==> src/design/dnlc_pkg.sv <==
// ----------------------------------------------------------------------------
// dnlc_pkg
// types and constants shared by the domain name label compare block
// ----------------------------------------------------------------------------
`timescale 1ns / 1ps

package dnlc_pkg;

   localparam logic [1:0] CMD_APPEND_FIRST  = 2'd0;
   localparam logic [1:0] CMD_APPEND_SECOND = 2'd1;
   localparam logic [1:0] CMD_COMPARE       = 2'd2;

   localparam logic [7:0] DOT_CHAR = 8'h2E;

   typedef struct packed {
      logic [1:0] cmd;
      logic [7:0] char_byte;
      logic       first_absent;
      logic       second_absent;
   } req_type;

   typedef struct packed {
      logic signed [8:0] order_value;
      logic              overflowed;
   } rsp_type;

   typedef enum logic [2:0] {
      ST_IDLE,
      ST_TRIM,
      ST_MATCH,
      ST_LABEL,
      ST_FWD
   } state_type;

   typedef enum logic [1:0] {
      PTR_HOLD,
      PTR_DEC,
      PTR_INC
   } ptr_op_type;

   typedef enum logic [1:0] {
      RES_ZERO,
      RES_NEG,
      RES_POS,
      RES_DIFF
   } res_kind_type;

   typedef struct packed {
      logic         append_first;
      logic         append_second;
      logic         init_ptr;
      logic         clear_names;
      logic         lookback;
      ptr_op_type   op_a;
      ptr_op_type   op_b;
      logic         res_load;
      res_kind_type res_kind;
   } ctl_type;

   typedef struct packed {
      logic dot_a;
      logic dot_b;
      logic bytes_equal;
      logic a_above_start;
      logic b_above_start;
      logic a_past_end;
      logic b_past_end;
   } stat_type;

endpackage

==> src/design/dnlc_controller.sv <==
// ----------------------------------------------------------------------------
// dnlc_controller
// sequences appends and the label-order compare walk
// ----------------------------------------------------------------------------
`timescale 1ns / 1ps

module dnlc_controller (
   input  logic               clock,
   input  logic               reset,
   input  logic               start,
   input  dnlc_pkg::req_type  req_data,
   input  dnlc_pkg::stat_type stat,
   output logic               busy,
   output logic               rsp_valid,
   output dnlc_pkg::ctl_type  ctl
);

   dnlc_pkg::state_type state_ff, state_in;
   logic eval_ff, eval_in;
   logic act_a_ff, act_a_in, act_b_ff, act_b_in;
   logic sub_a_ff, sub_a_in, sub_b_ff, sub_b_in;
   logic first_ff, first_in;
   logic rsp_valid_ff, rsp_valid_in;
   logic stop_a, stop_b;

   always_ff @(posedge clock) begin
      if (reset) begin
         state_ff     <= dnlc_pkg::ST_IDLE;
         eval_ff      <= 1'b0;
         act_a_ff     <= 1'b0;
         act_b_ff     <= 1'b0;
         sub_a_ff     <= 1'b0;
         sub_b_ff     <= 1'b0;
         first_ff     <= 1'b0;
         rsp_valid_ff <= 1'b0;
      end else begin
         state_ff     <= state_in;
         eval_ff      <= eval_in;
         act_a_ff     <= act_a_in;
         act_b_ff     <= act_b_in;
         sub_a_ff     <= sub_a_in;
         sub_b_ff     <= sub_b_in;
         first_ff     <= first_in;
         rsp_valid_ff <= rsp_valid_in;
      end
   end

   // a label scan stops at the start or at a dot to the left
   assign stop_a = !stat.a_above_start || stat.dot_a;
   assign stop_b = !stat.b_above_start || stat.dot_b;

   always_comb begin
      state_in     = state_ff;
      eval_in      = 1'b0;
      act_a_in     = act_a_ff;
      act_b_in     = act_b_ff;
      sub_a_in     = sub_a_ff;
      sub_b_in     = sub_b_ff;
      first_in     = first_ff;
      rsp_valid_in = 1'b0;
      ctl          = '0;
      ctl.op_a     = dnlc_pkg::PTR_HOLD;
      ctl.op_b     = dnlc_pkg::PTR_HOLD;
      ctl.res_kind = dnlc_pkg::RES_ZERO;
      ctl.lookback = (state_ff == dnlc_pkg::ST_LABEL);

      unique case (state_ff)
         dnlc_pkg::ST_IDLE: begin
            if (start) begin
               unique case (req_data.cmd)
                  dnlc_pkg::CMD_APPEND_FIRST:  ctl.append_first = 1'b1;
                  dnlc_pkg::CMD_APPEND_SECOND: ctl.append_second = 1'b1;
                  dnlc_pkg::CMD_COMPARE: begin
                     if (req_data.first_absent || req_data.second_absent) begin
                        ctl.res_load    = 1'b1;
                        ctl.res_kind    = req_data.first_absent ? dnlc_pkg::RES_NEG
                                                                : dnlc_pkg::RES_POS;
                        ctl.clear_names = 1'b1;
                        rsp_valid_in    = 1'b1;
                     end else begin
                        ctl.init_ptr = 1'b1;
                        state_in     = dnlc_pkg::ST_TRIM;
                     end
                  end
                  default: ;
               endcase
            end
         end

         dnlc_pkg::ST_TRIM: begin
            if (!eval_ff) begin
               eval_in = 1'b1;
            end else begin
               // strip trailing dots on both names together
               if (stat.a_above_start && stat.dot_a) begin
                  ctl.op_a = dnlc_pkg::PTR_DEC;
               end
               if (stat.b_above_start && stat.dot_b) begin
                  ctl.op_b = dnlc_pkg::PTR_DEC;
               end
               if (!(stat.a_above_start && stat.dot_a) &&
                   !(stat.b_above_start && stat.dot_b)) begin
                  state_in = dnlc_pkg::ST_MATCH;
               end
            end
         end

         dnlc_pkg::ST_MATCH: begin
            if (!eval_ff) begin
               eval_in = 1'b1;
            end else if (stat.bytes_equal && stat.a_above_start && stat.b_above_start) begin
               ctl.op_a = dnlc_pkg::PTR_DEC;
               ctl.op_b = dnlc_pkg::PTR_DEC;
            end else if (!stat.bytes_equal) begin
               // mismatch: step past a dot, else scan back to the label start
               ctl.op_a = stat.dot_a ? dnlc_pkg::PTR_INC : dnlc_pkg::PTR_HOLD;
               ctl.op_b = stat.dot_b ? dnlc_pkg::PTR_INC : dnlc_pkg::PTR_HOLD;
               act_a_in = !stat.dot_a;
               act_b_in = !stat.dot_b;
               sub_a_in = 1'b0;
               sub_b_in = 1'b0;
               first_in = 1'b0;
               state_in = dnlc_pkg::ST_LABEL;
            end else if (stat.a_above_start) begin
               act_a_in = 1'b1;
               act_b_in = 1'b0;
               sub_a_in = 1'b1;
               sub_b_in = 1'b0;
               first_in = 1'b1;
               state_in = dnlc_pkg::ST_LABEL;
            end else if (stat.b_above_start) begin
               act_a_in = 1'b0;
               act_b_in = 1'b1;
               sub_a_in = 1'b0;
               sub_b_in = 1'b1;
               first_in = 1'b1;
               state_in = dnlc_pkg::ST_LABEL;
            end else begin
               ctl.res_load    = 1'b1;
               ctl.res_kind    = dnlc_pkg::RES_ZERO;
               ctl.clear_names = 1'b1;
               rsp_valid_in    = 1'b1;
               state_in        = dnlc_pkg::ST_IDLE;
            end
         end

         dnlc_pkg::ST_LABEL: begin
            if (!eval_ff) begin
               eval_in = 1'b1;
            end else if (first_ff && sub_a_ff && stop_a) begin
               // dot right before the matched suffix: proper subdomain
               ctl.res_load    = 1'b1;
               ctl.res_kind    = dnlc_pkg::RES_NEG;
               ctl.clear_names = 1'b1;
               rsp_valid_in    = 1'b1;
               state_in        = dnlc_pkg::ST_IDLE;
            end else if (first_ff && sub_b_ff && stop_b) begin
               ctl.res_load    = 1'b1;
               ctl.res_kind    = dnlc_pkg::RES_POS;
               ctl.clear_names = 1'b1;
               rsp_valid_in    = 1'b1;
               state_in        = dnlc_pkg::ST_IDLE;
            end else begin
               first_in = 1'b0;
               act_a_in = act_a_ff && !stop_a;
               act_b_in = act_b_ff && !stop_b;
               if (act_a_ff && !stop_a) begin
                  ctl.op_a = dnlc_pkg::PTR_DEC;
               end
               if (act_b_ff && !stop_b) begin
                  ctl.op_b = dnlc_pkg::PTR_DEC;
               end
               if (!(act_a_ff && !stop_a) && !(act_b_ff && !stop_b)) begin
                  state_in = dnlc_pkg::ST_FWD;
               end
            end
         end

         dnlc_pkg::ST_FWD: begin
            if (!eval_ff) begin
               eval_in = 1'b1;
            end else if (!stat.bytes_equal || (stat.a_past_end && stat.b_past_end)) begin
               // both past the end compare equal from here on
               ctl.res_load    = 1'b1;
               ctl.res_kind    = dnlc_pkg::RES_DIFF;
               ctl.clear_names = 1'b1;
               rsp_valid_in    = 1'b1;
               state_in        = dnlc_pkg::ST_IDLE;
            end else begin
               ctl.op_a = stat.a_past_end ? dnlc_pkg::PTR_HOLD : dnlc_pkg::PTR_INC;
               ctl.op_b = stat.b_past_end ? dnlc_pkg::PTR_HOLD : dnlc_pkg::PTR_INC;
            end
         end

         default: state_in = dnlc_pkg::ST_IDLE;
      endcase
   end

   assign busy      = (state_ff != dnlc_pkg::ST_IDLE);
   assign rsp_valid = rsp_valid_ff;

endmodule

==> config.mk <==
export PLATFORM = sky130hd
export DESIGN_NAME = dnlc_controller
export DESIGN_NICKNAME = d
export VERILOG_FILES = /design/src/design/dnlc_pkg.sv /design/src/design/dnlc_controller.sv
export SDC_FILE = /design/constraint.sdc
export NUM_CORES = 1
export LEC_CHECK = 0
export BUFFER_PORTS_ARGS = -buffer_cell sky130_fd_sc_hd__buf_2
export CORE_AREA = 2 2 56 42
export CTS_CLUSTER_DIAMETER = 60
export DETAILED_ROUTE_END_ITERATION = 10
export DIE_AREA = 0 0 58 44
export HOLD_SLACK_MARGIN = 0.08
export PLACE_DENSITY = 0.81
export SKIP_CTS_REPAIR_TIMING = 1
export SLEW_MARGIN = 20
export SYNTH_ARGS = -nofsm -noshare
export SYNTH_HDL_FRONTEND = slang
export SYNTH_SLANG_ARGS = --single-unit
==> constraint.sdc <==
create_clock -name clock -period 5.2 [get_ports clock]
set_clock_uncertainty 0.15 [all_clocks]
set_input_delay 0.78 -clock clock [delete_from_list [all_inputs] [get_ports clock]]
set_output_delay 0.78 -clock clock [all_outputs]
set_load 0.05 [all_outputs]
==> flow_summary.toml <==
[timing]
fin_crit_sh_pct = 58.1
max_slew.worst_pin.slew_ns = 0.563
period_minus_slack_ns = 3.02
hold_violations = 0
slew-limit-headroom_pct = 62.4
fmax_mhz = 331
tns_ns = 0
whs_ns = 0.344
maxSlewViolCount = 0
setup_viol = 0
rsz0062_at_grt = "no"

[cells_and_area]
final_cell_mix = "buf_2 (27), nor2_1 (19), nand2_1 (13)"
final_cells = 180
drive_gt1_share_pct = 29.5
final_common_cell = "buf_2"
num_antenna_cells = 0
fin_area_sq_um = 1150
fin_nets = 180
area_growth_pct = 11.8
fillers = 187

[logic_synthesis]
ys_top_cells_by_area = "dfxtp_1 (20%), nor2_1 (7.0%), nand2_1 (4.8%)"
ys_ff_latch = 10
avgSynthCellArea_sq_um = 7.66
syn_nets = 156
async_reset_ff_share_pct = 0
synth_edf_count = 0
ys_types = 47
synthFlopType = "dfxtp_1"
ys_seq_area_share_pct = 19.5
synth_top_area_cell = "dfxtp_1"
synth_top_cell_area_share_pct = 19.5
syn_area_sq_um = 1030
synth_cells = 134
ys_warn_count = 0

[routing]
vias = 1054
drtIter0Drc = 42
wl_per_cell_microns = 13.6
drt-total-wl_mm = 2.46
ant_nets = 0
drtPass1Iterations = 4
drc_errors = 0
routed_via_density = 5.86

[die]
num_rows = 14
dieArea_sq_um = 2550
fp.coreArea_sq_um = 2030
initial_utilization_pct = 50.5
ioPinCount = 36
die_y_microns = 44
die_w_microns = 58

[critical_path]
cp_max_fo = 6
worstSetupPathType = "in2out"
path_delay_family = "simple AND/OR/NAND/NOR gates"
path_cells = "buf_2 > and2b_1 > or2_2 > nor3b_1 > o21ai_1 > o21ai_0 > buf_2"
critPathLaunchType = "input port"
cp_common_cell = "buf_2"
cpMaxStageDelayCell = "or2_2"
crit_buf_inv = 2
endpoint_kind = "primary output"
cp.arrival_ns = 2.09
r2r_cells = 5
critPathMaxStageDelay_ns = 0.29
critical_path_required_ns = 4.27
r2r_end = "state_ff[2]"
reg2reg_from = "state_ff[1]"
r2r_slack_ns = 3.17

[power_and_ir_drop]
combPwrFrac_pct = 44.3
power_leakage_nw = 0.482
p_sw_mw = 0.129
swShare_pct = 45.3
ir_worst_vdd_uv = 148
power_mw = 0.284
power_density_nw_per_um2 = 248
clock_power_share_pct = 18.5
seqPwrFrac_pct = 37.3
p_int_mw = 0.156

[place]
port_buffers = 27
postPlaceCellArea_sq_um = 1120
dp_cells = 177
finalWeightedCongestion = 0.919
dp_hpwl_mm = 1.99

[clocking]
cts_tree = "yes"
cts-root-buf = "clkbuf_4"
numClockSinks = 10
clk_pin_slew_ns = 0.07
numCtsBuffers = 3
clock_path_buffers = 2
h-tree-depth = 1
worstSkewPairLatency_ns = 0.26

[global_routing]
track_usage_pct = 20.5
grt.overflow.total = 0
grt_max_degree = 19
grt_pass1_wl_mm = 4.08
antenna_found_initial = 0
grt_pass1_vias = 936

[worst_hold_path]
worstHoldStart = "first_ff"
hold_path_depth = 2
hold_path_class = "reg2reg"
whs_endpoint = "first_ff"

[run]
maxCapViolCount = 0

[status]
status = "finished clean"
-- worst register-to-register path, stage by stage (launching register included) --
cell      delay, ns
dfxtp_1        0.61
nand3b_4       0.19
nor3_1         0.30
nor2_1         0.11
o211ai_2       0.21
mux2_1         0.34
-- how the worst max path moves through the flow --
stage	from	end	slack, ns	depth (start not counted)
finish	stat[5]	ctl[1]	2.18	7
global route	state_ff[2]	ctl[8]	2.09	5
CTS	stat[5]	ctl[1]	2.18	7
detailed placement	stat[5]	ctl[1]	2.18	7
global placement	stat[5]	ctl[1]	2.22	7
floorplan	req_data[11]	ctl[1]	2.06	3
-- power by group through the flow --
stage	clock network, mW	registers [mW]	logic [mW]
6_report	0.0526	0.106	0.126
5_1_grt	0.0585	0.108	0.135
4_1_cts	0.0546	0.105	0.126
2_1_floorplan	0	0.0906	0.121
3_3_place_gp	0	0.107	0.121
3_5_place_dp	0	0.107	0.125
-- logic make-up (layout without fill, tap and decap cells) --
| logic type | count (synthesis) | in the layout | share of synthesized area (%) |
|---|---|---|---|
| compound gates | 32 | 32 | 26.0 |
| mux | 3 | 3 | 3.17 |
| flops | 10 | 10 | 19.5 |
| xor+xnor | 1 | 1 | 0.854 |
| buf+inv | 17 | 39 | 9.88 |
| simple gates | 71 | 71 | 40.6 |
-- sequential cells by signal, summed over array words and instances (netlist names) --
| signal | flops |
|---|---|
| first_ff | 1 |
| sub_a_ff | 1 |
| act_a_ff | 1 |
| state_ff | 3 |
| rsp_valid | 1 |
| act_b_ff | 1 |
| eval_ff | 1 |
| sub_b_ff | 1 |
-- area by class of cell --
| class | count | area, sq um | share of cell area (%) |
|---|---|---|---|
| multi-input combinational | 107 | 724 | 63.1 |
| timing repair buffer | 27 | 135 | 11.8 |
| sequential | 10 | 200 | 17.4 |
| clock buffer | 3 | 22.5 | 1.96 |
| inverter | 9 | 35.0 | 3.05 |
| tap | 24 | 30.0 | 2.62 |
-- metal layers --
metal | global-route usage (%) | vias up | routed length [microns]
li1 | - | 517 | -
met1 | 27.1 | 494 | 1080
met2 | 34.8 | 39 | 1180
met3 | 1.79 | 4 | 167
met4 | 8.37 | 0 | 23
met5 | 0 | - | 0
-- synthesized netlist by cell type, drive strengths merged (2+ instances only) --
cell     number
a211oi        2
a21oi         6
a221oi        3
a22oi         2
and2b         3
buf           7
dfxtp        10
inv           8
mux2          2
nand2        13
nand2b        5
nand3b        3
nand4b        3
nor2         21
nor2b         6
nor3          7
nor3b         4
o21ai         7
o22ai         2
o2bb2ai       4
or2           3
-- metrics by stage --
stage	utilization, %	worst slack, ns
finish	56.5	2.18
global route	56.5	2.09
CTS	56.5	2.18
detailed placement	55.4	2.18
global placement	55.4	2.22
floorplan	-	2.06
No activity file was read; power rests on OpenSTA's default activity.
